$ cat config.mk
export PLATFORM = sky130hd
export DESIGN_NAME = accel_tilt_processor_core
export DESIGN_NICKNAME = d
export VERILOG_FILES = /design/src/sv/atp_pkg.sv /design/src/sv/atp_sqrt.sv /design/src/sv/atp_cordic.sv /design/src/sv/atp_div.sv /design/src/sv/accel_tilt_processor_core.sv
export SDC_FILE = /design/constraint.sdc
export NUM_CORES = 2
export LEC_CHECK = 0
export ABC_AREA = 1
export BUFFER_PORTS_ARGS = -buffer_cell sky130_fd_sc_hd__buf_2
export CORE_UTILIZATION = 60
export CTS_BUF_LIST = sky130_fd_sc_hd__clkbuf_2 sky130_fd_sc_hd__clkbuf_4 sky130_fd_sc_hd__clkbuf_8
export DETAILED_ROUTE_END_ITERATION = 12
export GPL_TIMING_DRIVEN = 0
export PLACE_DENSITY = 0.77
export SLEW_MARGIN = 20
export SYNTH_ARGS = -nofsm -noshare
export SYNTH_HDL_FRONTEND = slang
export SYNTH_HIERARCHICAL = 1
export SYNTH_SLANG_ARGS = --single-unit
$ cat constraint.sdc
create_clock -name clk_i -period 9.5 [get_ports clk_i]
set_clock_uncertainty 0.1 [all_clocks]
set_input_delay 0.475 -clock clk_i [delete_from_list [all_inputs] [get_ports clk_i]]
set_output_delay 0.475 -clock clk_i [all_outputs]
set_load 0.01 [all_outputs]
$ cat src/sv/atp_pkg.sv
package atp_pkg;

  typedef enum logic [1:0] {
    CMD_MEASURE = 2'd0,
    CMD_CAL     = 2'd1,
    CMD_CLEAR   = 2'd2,
    CMD_NONE    = 2'd3
  } cmd_e;

  typedef enum logic [1:0] {
    MODE_AXES    = 2'd0,
    MODE_RADIANS = 2'd1,
    MODE_DEGREES = 2'd2,
    MODE_ALT     = 2'd3
  } mode_e;

  localparam logic [0:0] REG_MODE      = 1'b0;
  localparam logic [0:0] REG_THRESHOLD = 1'b1;

  typedef enum logic [3:0] {
    ST_IDLE,
    ST_CORR,
    ST_SQ,
    ST_MAG,
    ST_DEN,
    ST_ATAN,
    ST_ANG,
    ST_CAL,
    ST_DIV,
    ST_OUT
  } state_e;

  // Q16 atan table for the CORDIC
  function automatic logic [15:0] atan_q16(input logic [3:0] i);
    logic [15:0] r;
    case (i)
      4'd0:  r = 16'd51472;
      4'd1:  r = 16'd30386;
      4'd2:  r = 16'd16055;
      4'd3:  r = 16'd8150;
      4'd4:  r = 16'd4091;
      4'd5:  r = 16'd2047;
      4'd6:  r = 16'd1024;
      4'd7:  r = 16'd512;
      4'd8:  r = 16'd256;
      4'd9:  r = 16'd128;
      4'd10: r = 16'd64;
      4'd11: r = 16'd32;
      4'd12: r = 16'd16;
      4'd13: r = 16'd8;
      4'd14: r = 16'd4;
      default: r = 16'd2;
    endcase
    return r;
  endfunction

  function automatic logic signed [15:0] sat16(input logic signed [33:0] v);
    logic signed [15:0] r;
    if (v > 34'sd32767) r = 16'sh7fff;
    else if (v < -34'sd32768) r = 16'sh8000;
    else r = v[15:0];
    return r;
  endfunction

endpackage

$ cat src/sv/atp_sqrt.sv
// Bit-pair serial rounded square root of a 34-bit radicand, one result bit a cycle.
module atp_sqrt (
  input  logic        clk_i,
  input  logic        rst_ni,
  input  logic        start_i,
  input  logic [33:0] rad_i,
  output logic        busy_o,
  output logic [16:0] root_o
);
  logic [33:0] rad_q, rad_d;
  logic [18:0] rem_q, rem_d;
  logic [16:0] res_q, res_d;
  logic [4:0]  cnt_q, cnt_d;
  logic        busy_q, busy_d;
  logic [18:0] trial;

  always_comb begin
    rad_d  = rad_q;
    rem_d  = rem_q;
    res_d  = res_q;
    cnt_d  = cnt_q;
    busy_d = busy_q;
    trial  = {rem_q[16:0], rad_q[33:32]} - {res_q[16:0], 2'b01};
    if (start_i) begin
      rad_d  = rad_i;
      rem_d  = '0;
      res_d  = '0;
      cnt_d  = 5'd17;
      busy_d = 1'b1;
    end else if (busy_q) begin
      rad_d = {rad_q[31:0], 2'b00};
      if (!trial[18]) begin
        rem_d = trial;
        res_d = {res_q[15:0], 1'b1};
      end else begin
        rem_d = {rem_q[16:0], rad_q[33:32]};
        res_d = {res_q[15:0], 1'b0};
      end
      cnt_d = cnt_q - 5'd1;
      if (cnt_q == 5'd1) busy_d = 1'b0;
    end
  end

  always_ff @(posedge clk_i or negedge rst_ni) begin
    if (!rst_ni) begin
      busy_q <= 1'b0;
      cnt_q  <= '0;
    end else begin
      busy_q <= busy_d;
      cnt_q  <= cnt_d;
    end
  end

  always_ff @(posedge clk_i) begin
    rad_q <= rad_d;
    rem_q <= rem_d;
    res_q <= res_d;
  end

  // remainder above root means round up
  assign busy_o = busy_q;
  assign root_o = (rem_q > {2'b00, res_q}) ? res_q + 17'd1 : res_q;
endmodule

$ cat src/sv/atp_cordic.sv
// Vectoring CORDIC, one rotation a cycle, 16 rotations; Q16 angle out.
module atp_cordic (
  input  logic               clk_i,
  input  logic               rst_ni,
  input  logic               start_i,
  input  logic signed [15:0] num_i,
  input  logic [16:0]        den_i,
  output logic               busy_o,
  output logic signed [19:0] angle_o
);
  logic signed [35:0] x_q, x_d, y_q, y_d;
  logic signed [19:0] z_q, z_d;
  logic [3:0]  i_q, i_d;
  logic        busy_q, busy_d, zero_q, zero_d;
  logic signed [35:0] dx, dy;
  logic signed [19:0] a;

  function automatic logic [15:0] atan_lookup(input logic [3:0] k);
    return atp_pkg::atan_q16(k);
  endfunction

  always_comb begin
    x_d = x_q; y_d = y_q; z_d = z_q; i_d = i_q; busy_d = busy_q; zero_d = zero_q;
    dx = y_q >>> i_q;
    dy = x_q >>> i_q;
    a  = 20'(atan_lookup(i_q));
    if (start_i) begin
      x_d = {3'b000, den_i, 16'd0};
      y_d = {{4{num_i[15]}}, num_i, 16'd0};
      z_d = '0; i_d = '0; busy_d = 1'b1;
      zero_d = (num_i == 16'sd0);
    end else if (busy_q) begin
      if (y_q > 36'sd0) begin
        x_d = x_q + dx; y_d = y_q - dy; z_d = z_q + a;
      end else begin
        x_d = x_q - dx; y_d = y_q + dy; z_d = z_q - a;
      end
      i_d = i_q + 4'd1;
      if (i_q == 4'd15) busy_d = 1'b0;
    end
  end

  always_ff @(posedge clk_i or negedge rst_ni) begin
    if (!rst_ni) begin
      busy_q <= 1'b0;
      i_q    <= '0;
    end else begin
      busy_q <= busy_d;
      i_q    <= i_d;
    end
  end

  always_ff @(posedge clk_i) begin
    x_q <= x_d; y_q <= y_d; z_q <= z_d; zero_q <= zero_d;
  end

  assign busy_o  = busy_q;
  assign angle_o = zero_q ? 20'sd0 : z_q;
endmodule

$ cat src/sv/atp_div.sv
// Restoring divider, one quotient bit a cycle; rounds half away from zero.
module atp_div (
  input  logic               clk_i,
  input  logic               rst_ni,
  input  logic               start_i,
  input  logic signed [26:0] num_i,
  input  logic [9:0]         den_i,
  output logic               busy_o,
  output logic signed [15:0] neg_mean_o
);
  logic [27:0] n_q, n_d;
  logic [10:0] r_q, r_d;
  logic [27:0] qt_q, qt_d;
  logic [9:0]  den_q, den_d;
  logic        neg_q, neg_d, busy_q, busy_d;
  logic [4:0]  cnt_q, cnt_d;
  logic [27:0] mag;
  logic [10:0] sh;
  logic signed [33:0] m;

  always_comb begin
    n_d = n_q; r_d = r_q; qt_d = qt_q; den_d = den_q; neg_d = neg_q;
    busy_d = busy_q; cnt_d = cnt_q;
    mag = num_i[26] ? 28'(-{num_i[26], num_i}) : {1'b0, num_i};
    sh  = {r_q[9:0], n_q[27]};
    if (start_i) begin
      n_d = mag + 28'({1'b0, den_i} >> 1);
      r_d = '0; qt_d = '0; den_d = den_i; neg_d = num_i[26];
      cnt_d = 5'd28; busy_d = 1'b1;
    end else if (busy_q) begin
      n_d = {n_q[26:0], 1'b0};
      if (sh >= {1'b0, den_q}) begin
        r_d = sh - {1'b0, den_q}; qt_d = {qt_q[26:0], 1'b1};
      end else begin
        r_d = sh; qt_d = {qt_q[26:0], 1'b0};
      end
      cnt_d = cnt_q - 5'd1;
      if (cnt_q == 5'd1) busy_d = 1'b0;
    end
    m = neg_q ? 34'($signed({6'd0, qt_q})) : -34'($signed({6'd0, qt_q}));
  end

  always_ff @(posedge clk_i or negedge rst_ni) begin
    if (!rst_ni) begin
      busy_q <= 1'b0; cnt_q <= '0;
    end else begin
      busy_q <= busy_d; cnt_q <= cnt_d;
    end
  end

  always_ff @(posedge clk_i) begin
    n_q <= n_d; r_q <= r_d; qt_q <= qt_d; den_q <= den_d; neg_q <= neg_d;
  end

  assign busy_o     = busy_q;
  assign neg_mean_o = atp_pkg::sat16(m);
endmodule

$ cat src/sv/accel_tilt_processor_core.sv
// Accelerometer tilt processor.
// Measure in axes and alt modes takes the magnitude root; tilt modes add,
// per axis, a denominator root, a CORDIC run and the angle scaling. A
// calibration finish takes three divides; other calibration words, clear
// and unused codes go straight to the output step. One word is in flight;
// the next word is taken only once the result has been accepted.
// Reset (rst_ni low, async): offsets, sums, count and flag zero, view mode 0,
// flat_threshold 512.
module accel_tilt_processor_core #(
  parameter int CAL_SAMPLES = 30
) (
  input  logic        clk_i,
  input  logic        rst_ni,
  input  logic        s_axis_tvalid,
  output logic        s_axis_tready,
  input  logic [47:0] s_axis_tdata,   // sample_x, sample_y, sample_z
  input  logic [1:0]  s_axis_tuser,   // cmd
  output logic        m_axis_tvalid,
  input  logic        m_axis_tready,
  output logic [71:0] m_axis_tdata,   // value_x, value_y, value_z, magnitude,
                                      // indicators, offsets_custom, calibration_done
  input  logic        cfg_valid_i,
  output logic        cfg_ready_o,
  input  logic [0:0]  cfg_index_i,
  input  logic [14:0] cfg_data_i
);
  localparam logic [9:0] CalN = 10'(CAL_SAMPLES);

  atp_pkg::state_e st_q, st_d;
  logic [1:0]  mode_q;
  logic [14:0] thr_q;
  logic signed [15:0] off_q [3];
  logic signed [26:0] sum_q [3];
  logic [9:0]  cnt_q;
  logic        flag_q;
  // per-item working registers
  logic signed [15:0] c_q [3];
  logic [31:0] sq_q [3];
  logic [16:0] mag_q, den_q;
  logic [1:0]  ax_q;            // axis under work
  logic signed [15:0] vx_q, vy_q;
  logic [4:0]  ind_q;
  logic        done_q;
  logic [1:0]  cmd_q;
  logic [71:0] out_q;
  logic        ovalid_q;
  // unit handshakes
  logic        sq_start, sq_busy, co_start, co_busy, dv_start, dv_busy;
  logic [33:0] rad;
  logic [16:0] root;
  logic signed [19:0] ang;
  logic signed [15:0] nm;
  logic [1:0]  step_q;          // sub-step within a state
  logic signed [33:0] angv;
  logic signed [33:0] prod;
  logic signed [33:0] pabs, pdiv;
  logic [15:0] degb, degb_q;    // |angle * 573| + half, in units of 1024
  logic        deg_neg_q;
  logic [31:0] degq;
  logic signed [33:0] degm;
  logic signed [15:0] angsat;

  assign s_axis_tready = (st_q == atp_pkg::ST_IDLE) && !ovalid_q;
  assign cfg_ready_o   = 1'b1;
  assign m_axis_tvalid = ovalid_q;
  assign m_axis_tdata  = out_q;

  // radicand selection
  always_comb begin
    case (ax_q)
      2'd0:    rad = {2'b00, sq_q[1]} + {2'b00, sq_q[2]};
      2'd1:    rad = {2'b00, sq_q[0]} + {2'b00, sq_q[2]};
      default: rad = {2'b00, sq_q[0]} + {2'b00, sq_q[1]} + {2'b00, sq_q[2]};
    endcase
  end

  atp_sqrt u_sqrt (.clk_i, .rst_ni, .start_i(sq_start), .rad_i(rad),
                   .busy_o(sq_busy), .root_o(root));
  atp_cordic u_cordic (.clk_i, .rst_ni, .start_i(co_start),
                       .num_i(ax_q[0] ? c_q[1] : c_q[0]), .den_i(den_q),
                       .busy_o(co_busy), .angle_o(ang));
  atp_div u_div (.clk_i, .rst_ni, .start_i(dv_start),
                 .num_i(sum_q[ax_q]), .den_i(cnt_q),
                 .busy_o(dv_busy), .neg_mean_o(nm));

  // angle formatting: radians Q2.13 or 1/128 degree (x573/5120, half away).
  // Degrees take two steps: first |p| + 2560 scaled down by 1024 is held,
  // then /5 by reciprocal multiply (exact below 2^16) and the sign is restored.
  always_comb begin
    angv = 34'(ang);
    prod = angv * 34'sd573;
    pabs = (prod < 34'sd0) ? -prod : prod;
    pdiv = pabs + 34'sd2560;
    degb = 16'(pdiv >>> 10);
    degq = {16'd0, degb_q} * 32'd52429;
    degm = $signed({20'd0, degq[31:18]});
    if (mode_q == atp_pkg::MODE_RADIANS) angsat = atp_pkg::sat16((angv + 34'sd4) >>> 3);
    else angsat = atp_pkg::sat16(deg_neg_q ? -degm : degm);
  end

  always_comb begin
    st_d = st_q;
    sq_start = 1'b0;
    co_start = 1'b0;
    dv_start = 1'b0;
    case (st_q)
      atp_pkg::ST_IDLE: if (s_axis_tvalid && s_axis_tready) begin
        case (atp_pkg::cmd_e'(s_axis_tuser))
          atp_pkg::CMD_MEASURE: st_d = atp_pkg::ST_CORR;
          atp_pkg::CMD_CAL:     st_d = atp_pkg::ST_CAL;
          default:              st_d = atp_pkg::ST_OUT;
        endcase
      end
      atp_pkg::ST_CORR: st_d = atp_pkg::ST_SQ;
      atp_pkg::ST_SQ: st_d = atp_pkg::ST_MAG;
      // squares are registered by now; root of all three
      atp_pkg::ST_MAG: begin
        if (step_q == 2'd0) sq_start = 1'b1;
        else if (!sq_busy && step_q == 2'd2) begin
          if (mode_q == atp_pkg::MODE_RADIANS || mode_q == atp_pkg::MODE_DEGREES) begin
            st_d = atp_pkg::ST_DEN;
          end else begin
            st_d = atp_pkg::ST_OUT;
          end
        end
      end
      atp_pkg::ST_DEN: begin
        if (step_q == 2'd0) sq_start = 1'b1;
        else if (!sq_busy && step_q == 2'd2) st_d = atp_pkg::ST_ATAN;
      end
      atp_pkg::ST_ATAN: begin
        if (step_q == 2'd0) co_start = 1'b1;
        else if (!co_busy && step_q == 2'd2) st_d = atp_pkg::ST_ANG;
      end
      atp_pkg::ST_ANG: if (step_q != 2'd0) begin
        st_d = ax_q[0] ? atp_pkg::ST_OUT : atp_pkg::ST_DEN;
      end
      atp_pkg::ST_CAL: begin
        if (cnt_q >= CalN || cnt_q == 10'd1023) begin
          st_d = atp_pkg::ST_DIV;
        end else begin
          st_d = atp_pkg::ST_OUT;
        end
      end
      atp_pkg::ST_DIV: begin
        if (step_q == 2'd0) dv_start = 1'b1;
        else if (!dv_busy && step_q == 2'd2 && ax_q == 2'd2) st_d = atp_pkg::ST_OUT;
      end
      atp_pkg::ST_OUT: st_d = atp_pkg::ST_IDLE;
      default: st_d = atp_pkg::ST_IDLE;
    endcase
  end

  always_ff @(posedge clk_i or negedge rst_ni) begin
    if (!rst_ni) begin
      st_q     <= atp_pkg::ST_IDLE;
      mode_q   <= atp_pkg::MODE_AXES;
      thr_q    <= 15'd512;
      off_q    <= '{default: '0};
      sum_q    <= '{default: '0};
      cnt_q    <= '0;
      flag_q   <= 1'b0;
      ovalid_q <= 1'b0;
      step_q   <= '0;
      ax_q     <= '0;
    end else begin
      st_q <= st_d;
      if (cfg_valid_i) begin
        if (cfg_index_i == atp_pkg::REG_MODE) mode_q <= cfg_data_i[1:0];
        else thr_q <= cfg_data_i;
      end
      if (ovalid_q && m_axis_tready) ovalid_q <= 1'b0;
      case (st_q)
        atp_pkg::ST_IDLE: if (s_axis_tvalid && s_axis_tready) begin
          cmd_q <= s_axis_tuser;
          for (int k = 0; k < 3; k++) c_q[k] <= s_axis_tdata[16*k +: 16];
          done_q <= 1'b0; vx_q <= '0; vy_q <= '0; ind_q <= '0; mag_q <= '0;
          ax_q <= 2'd2; step_q <= '0;
          if (s_axis_tuser == atp_pkg::CMD_CLEAR) begin
            off_q <= '{default: '0}; sum_q <= '{default: '0};
            cnt_q <= '0; flag_q <= 1'b0;
          end else if (s_axis_tuser == atp_pkg::CMD_CAL) begin
            for (int k = 0; k < 3; k++)
              sum_q[k] <= sum_q[k] + 27'(signed'(s_axis_tdata[16*k +: 16]));
            cnt_q <= cnt_q + 10'd1;
          end
        end
        atp_pkg::ST_CORR: begin
          for (int k = 0; k < 3; k++)
            c_q[k] <= atp_pkg::sat16(34'(c_q[k]) + 34'(off_q[k]));
        end
        atp_pkg::ST_SQ: begin
          for (int k = 0; k < 3; k++) sq_q[k] <= 32'(c_q[k]) * 32'(c_q[k]);
          vx_q <= c_q[0]; vy_q <= c_q[1];
          // right/left from X, front/back from Y
          if ((c_q[0] < 0 ? -(17'(c_q[0])) : 17'(c_q[0])) > {2'b00, thr_q}) begin
            ind_q[1] <= c_q[0] > 0;
            ind_q[3] <= c_q[0] < 0;
          end
          if ((c_q[1] < 0 ? -(17'(c_q[1])) : 17'(c_q[1])) > {2'b00, thr_q}) begin
            ind_q[4] <= c_q[1] > 0;
            ind_q[2] <= c_q[1] < 0;
          end
        end
        atp_pkg::ST_MAG: begin
          if (step_q == 2'd0) step_q <= 2'd1;
          else if (step_q == 2'd1) step_q <= 2'd2;
          else if (!sq_busy) begin
            mag_q <= root;
            if (ind_q == 5'd0) ind_q <= 5'd1;
            ax_q <= 2'd0; step_q <= '0;
          end
        end
        atp_pkg::ST_DEN: begin
          if (step_q == 2'd0) step_q <= 2'd1;
          else if (step_q == 2'd1) step_q <= 2'd2;
          else if (!sq_busy) begin den_q <= root; step_q <= '0; end
        end
        atp_pkg::ST_ATAN: begin
          if (step_q == 2'd0) step_q <= 2'd1;
          else if (step_q == 2'd1) step_q <= 2'd2;
          else if (!co_busy) step_q <= '0;
        end
        atp_pkg::ST_ANG: begin
          if (step_q == 2'd0) begin
            degb_q <= degb; deg_neg_q <= prod < 34'sd0; step_q <= 2'd1;
          end else begin
            if (ax_q[0]) vy_q <= angsat;
            else vx_q <= angsat;
            ax_q <= 2'd1; step_q <= '0;
          end
        end
        atp_pkg::ST_CAL: begin ax_q <= 2'd0; step_q <= '0; end
        atp_pkg::ST_DIV: begin
          if (step_q == 2'd0) step_q <= 2'd1;
          else if (step_q == 2'd1) step_q <= 2'd2;
          else if (!dv_busy) begin
            off_q[ax_q] <= nm;
            step_q <= '0;
            if (ax_q == 2'd2) begin
              sum_q <= '{default: '0}; cnt_q <= '0; flag_q <= 1'b1; done_q <= 1'b1;
            end else ax_q <= ax_q + 2'd1;
          end
        end
        atp_pkg::ST_OUT: begin
          ovalid_q <= 1'b1;
          if (cmd_q == atp_pkg::CMD_MEASURE)
            out_q <= {1'b0, done_q, flag_q, ind_q, mag_q[15:0], c_q[2], vy_q, vx_q};
          else
            out_q <= {1'b0, done_q, flag_q, 69'd0};
        end
        default: ;
      endcase
    end
  end

  // a result is only offered after the sequencer passes its output step
  assert property (@(posedge clk_i) disable iff (!rst_ni)
    $rose(m_axis_tvalid) |-> $past(st_q == atp_pkg::ST_OUT)) else $error("stray result");
  assert property (@(posedge clk_i) disable iff (!rst_ni)
    s_axis_tready |-> !m_axis_tvalid) else $error("accept with pending result");
  assert property (@(posedge clk_i) disable iff (!rst_ni)
    (st_q == atp_pkg::ST_OUT && done_q) |-> flag_q) else $error("done without flag");
endmodule

# == After elaboration in Yosys (flattened, before gate mapping) ==
# Memory sizes are Yosys's and may differ from the RTL's.
# Index checks and enable logic that the tools add are counted.
# totals
output_inout_bits,75
elab_cells,394
memories,3
ff_bits,585
input_bits,71
mem_bits_ro,256
mem_bits_rw,144
# classes
n_lt_le_gt_ge,25
n_reduce_logical,55
n_eq_ne,48
n_shift,2
n_mul,5
bitwise,8
n_mux,168
addsub,33
# memory_table
name,words,width,read_ports,rd_ports_with_merged_regs,write_ports,line,rtl
(name not given),16,16,1,0,0,atp_pkg.sv:36,case (i)
sq_q,3,32,3,0,3,accel_tilt_processor_core.sv:38,logic [31:0] sq_q [3];
c_q,3,16,3,0,3,accel_tilt_processor_core.sv:37,logic signed [15:0] c_q [3];
# op_table
op,n
2-to-1 mux 81 bit,7
2-to-1 mux 16 bit,30
2-to-1 mux 48 bit,5
case mux 81 bit (2 select lines),1
2-to-1 mux 36 bit,4
2-to-1 mux 34 bit,4
adder 32 x 32 -> 33 bit,3
multiplier 16 x 16 -> 32 bit,3
case mux 16 bit (3 select lines),2
case mux 48 bit (2 select lines),1
2-to-1 mux 28 bit,3
adder 27 x 16 -> 27 bit,3
2-to-1 mux 10 bit,8
adder 36 bit,2
>>> shifter 36 x 4 -> 36 bit,2
subtractor 36 bit,2
"> comparator 34 x 16 -> 1 bit, second input constant",2
"< comparator 34 x 16 -> 1 bit, second input constant",2
case mux 34 bit (2 select lines),1
2-to-1 mux 33 bit,2
2-to-1 mux 4 bit,14
binary-select mux 27 bit (select 2 bit),1
2-to-1 mux 27 bit,2
adder 16 x 16 -> 17 bit,3
85 further kinds,237

# == Logic depth before layout (Yosys ltp) ==
# depth
word_depth,10
depth_mapped,37
mapped_depth_nobuf,36

# == Modules after synthesis ==
# Netlist, hierarchy kept.
# modules_own_cells
mod,area_each_um2,seq_area_each_um2,n_inst,cells_each
accel_tilt_processor_core,68036.5,13223.9,1,8213
atp_cordic,14342.5,2367.3,1,2416
atp_div,6277.3,2082.0,1,898
atp_sqrt,4843.4,1891.8,1,668

# == Worst setup path after synthesis ==
# No wires, ideal clock.
# synth_path
kind,register to register
from,memory c_q[1][1] (netlist: c_q[0][17])
to,"memory sq_q[1][31] (netlist: sq_q[0][63]), data pin"
stages_incl_launch_ff,23
setup_time_ns,0.261
period_less_slack_ns,6.339
setup_slack_ns,3.161
t_required_ns,9.139
arrival_time_ns,5.978
path_buffers,2
cell_sequence,edfxtp_1 -> clkbuf_1 -> clkbuf_1 -> nand2_1 -> inv_1 -> fa_1 -> fa_1 -> inv_1 -> fa_1 -> inv_1 -> fa_1 -> fa_1 -> fa_1 -> ha_1 -> a21oi_1 -> o21ai_0 -> nand2_1 -> o211a_1 -> o221ai_1 -> a21oi_1 -> nor2_1 -> nor2_1 -> xor2_1
# synth_rtl
item,line
"start, declared",accel_tilt_processor_core.sv:37
"end, declared",accel_tilt_processor_core.sv:38

==> results_dict.tcl <==
set metrics [dict create \
    vias 85700 \
    period_share 0.897 \
    slowest_stage "fa_1" \
    core-area_sq_mm 0.154 \
    syn2layout_area_growth_pct 8.19 \
    hold_viol 0 \
    yosysMostFrequentCell "nand2_1" \
    grt_pass1_wl_microns 477000 \
    dp_worst_setup_slack_ns 1.13 \
    drc 26 \
    worst_pin_slew_ns 1.16 \
    rsz0062_at_grt "false" \
    arrival_ns 9.03 \
    synth_enable_flop_cells 413 \
    fp.dieW_microns 397 \
    syn-num-nets 14100 \
    synth_warnings 6 \
    wire_per_inst_microns 21.2 \
    h-tree-depth 4 \
    clk_pin_slew_ns 0.07 \
    ioPinCount 146 \
    chipHeight_microns 397 \
    max_slew_margin 0.226 \
    clk_latency_ns 0.94 \
    gp_congestion 1.02 \
    grt_pass1_vias 84500 \
    crit_chain "clkbuf_1 > clkbuf_1 > nand2_1 > inv_1 > fa_1 > fa_1 > inv_1 > fa_1 > inv_1 > fa_1 > fa_1 > fa_1 > ha_1 > a21oi_1 > o21ai_0 > nand2_1 > o211a_1 > o221ai_1 > a21oi_1 > nor2_1 > nor2_1 > xor2_1" \
    drt_iter0_drc 8602 \
    cts_resized 0 \
    worstSetupStartpointType "flop" \
    clockRootBuffer "clkbuf_8" \
    rows 144 \
    setup.worst_path.class "flop to flop" \
    ys_types 80 \
    worst-path-max-fanout 10 \
    cap_violations 0 \
    slowest_delay_ns 0.84 \
    clock_sinks 725 \
    synth.avg_cell_area_sq_um 7.67 \
    synth_top_cell_by_area "fa_1" \
    outcome "finished with violations" \
    hp-class "input pin to asynchronous set/reset pin" \
    yosys-top-cells-area "fa_1, edfxtp_1, ha_1" \
    overflow 0 \
    grt_max_degree 99 \
    grt_usage 0.396 \
    drt_pass1_iterations 10 \
    cp.required_ns 10.01 \
    port_buffers 143 \
    synthFlopType "edfxtp_1" \
    drive_gt1_frac 0.0620 \
    ys_seq_area_frac 0.209 \
    wirelength_microns 312000 \
    via_per_inst 5.82 \
    hpwl_microns 256000 \
    cts_buffers 135 \
    ys_seq_elements 725 \
    cts_tree "done" \
    cp_common_cell "fa_1" \
    design.die.area_sq_mm 0.157 \
    slew_viol_final 0 \
    syn_area_sq_mm 0.0935 \
    worst_slack_ns 0.982 \
    fmax_ghz 0.117 \
    synth_common_cells "nand2_1, inv_1, fa_1, ha_1, nor2_1" \
    postSynthCellCount 12200 \
    antenna_found_initial 10 \
    yosysTopAreaCellShare 0.197 \
    setup_viol 0 \
    cts_buffer_depth 3 \
    start_util 0.606 \
    min_period_ns 8.52 \
    synthArstFlopShare 0.252 \
    endpoint_kind "flop" \
    violations "DRC" \
    drt.antenna.violating_nets 0 \
    fin_nets 14400 \
]
-- worst max-delay path: cells and delay by family, from the launching register on --
family          cells  cell delay [ns]
compound gates      5             1.17
simple gates        4             0.51
fa+ha+maj           7             3.87
flops               1             0.54
buf+inv             5             1.42
xor+xnor            1             0.58
-- flip-flops by register name, indices dropped and copies added, names as in the netlist, 28 cells and up --
name and count:
c_q 48, m_axis_tdata 71, off_q 48, sq_q 93, sum_q 81, u_cordic/x_q 36
u_cordic/y_q 36, u_div/n_q 28, u_div/qt_q 28, u_sqrt/rad_q 34
-- kinds of logic (layout without fill, tap and decap cells) --
kind of cell,count (synthesis),in the layout,synth area share
compound gates,1754,1754,0.107
xor+xnor,439,439,0.0412
fa+ha+maj,1799,1799,0.315
buf+inv,2558,3040,0.106
flops,725,725,0.209
mux,1,1,0.000120
other cells,2,7,0.0000803
simple gates,4917,4917,0.222
-- cell type report --
class	instances	area, sq um
repair buffers	234	1750
diodes	5	12.5
clock inverters	78	1050
well taps	2044	2560
inverters	2224	8360
clock buffers	170	2170
plain buffers	334	1580
multi-input cells	8912	64100
fillers	13300	53200
flip-flops and latches	725	19600
-- stage by stage --
step,cells,utilization,hold WS (ns),TNS [ns],cell area (sq um)
final,14700,0.655,0.0550,0,101000
after floorplan,12200,-,0.0794,0,93500
after global routing,14700,0.655,0.0535,0,101000
after global placement,14400,0.627,0.308,-508.75,96800
after detailed placement,14400,0.630,0.309,0,97200
after CTS,14700,0.655,0.0244,0,101000
-- metal layers --
layer / up-vias / global-route usage / share of wire
li1: 39700 / - / -
met1: 41000 / 0.529 / 0.41
met2: 4217 / 0.612 / 0.44
met3: 774 / 0.0888 / 0.11
met4: 4 / 0.182 / 0.051
met5: - / 0 / 0.00011
-- final timing paths --
| path | slack (ns) | cells after the start | end | startpoint |
|---|---|---|---|---|
| max in group asynchronous | 8.25 | 3 | u_cordic/i_q[0]$_DFFE_PN0P_ | rst_ni |
| worst max register to register | 0.98 | 22 | sq_q[0][63]$_DFFE_PP_ | c_q[0][17]$_DFFE_PP_ |
| min in group clk_i | 0.09 | 3 | c_q[0][31]$_DFFE_PP_ | s_axis_tdata[31] |
| worst max-delay path | 0.98 | 22 | sq_q[0][63]$_DFFE_PP_ | c_q[0][17]$_DFFE_PP_ |
| worst min register to register | 0.32 | 0 | m_axis_tdata[70]$_DFFE_PP_ | done_q$_DFFE_PP_ |
| worst min-delay path | 0.06 | 2 | sum_q[40]$_DFFE_PN0P_ | rst_ni |
-- layout by cell type (no fill, tap or decap), drive strengths merged, types with 153 or more instances in the layout --
cell type  synthesis  final
buf              123    288
clkbuf           211    381
o21ai            598    598
o22ai            153    153
xnor2            177    177
xor2             262    262
fa               919    919
nand3            710    710
ha               880    880
inv             2208   2220
edfxtp           413    413
nand2           2940   2940
nor2             939    939
dfrtp            182    182
a21oi            676    676
-- timing repair --
action                                 4_1_cts  5_1_grt
hold buffers                                69        0
buffers inserted                             0        0
endpoints found under the hold margin      168        0
Power is left out: the tool's default activity adds up to more than one toggle a clock period on the data nets, which glitch-free logic cannot reach.
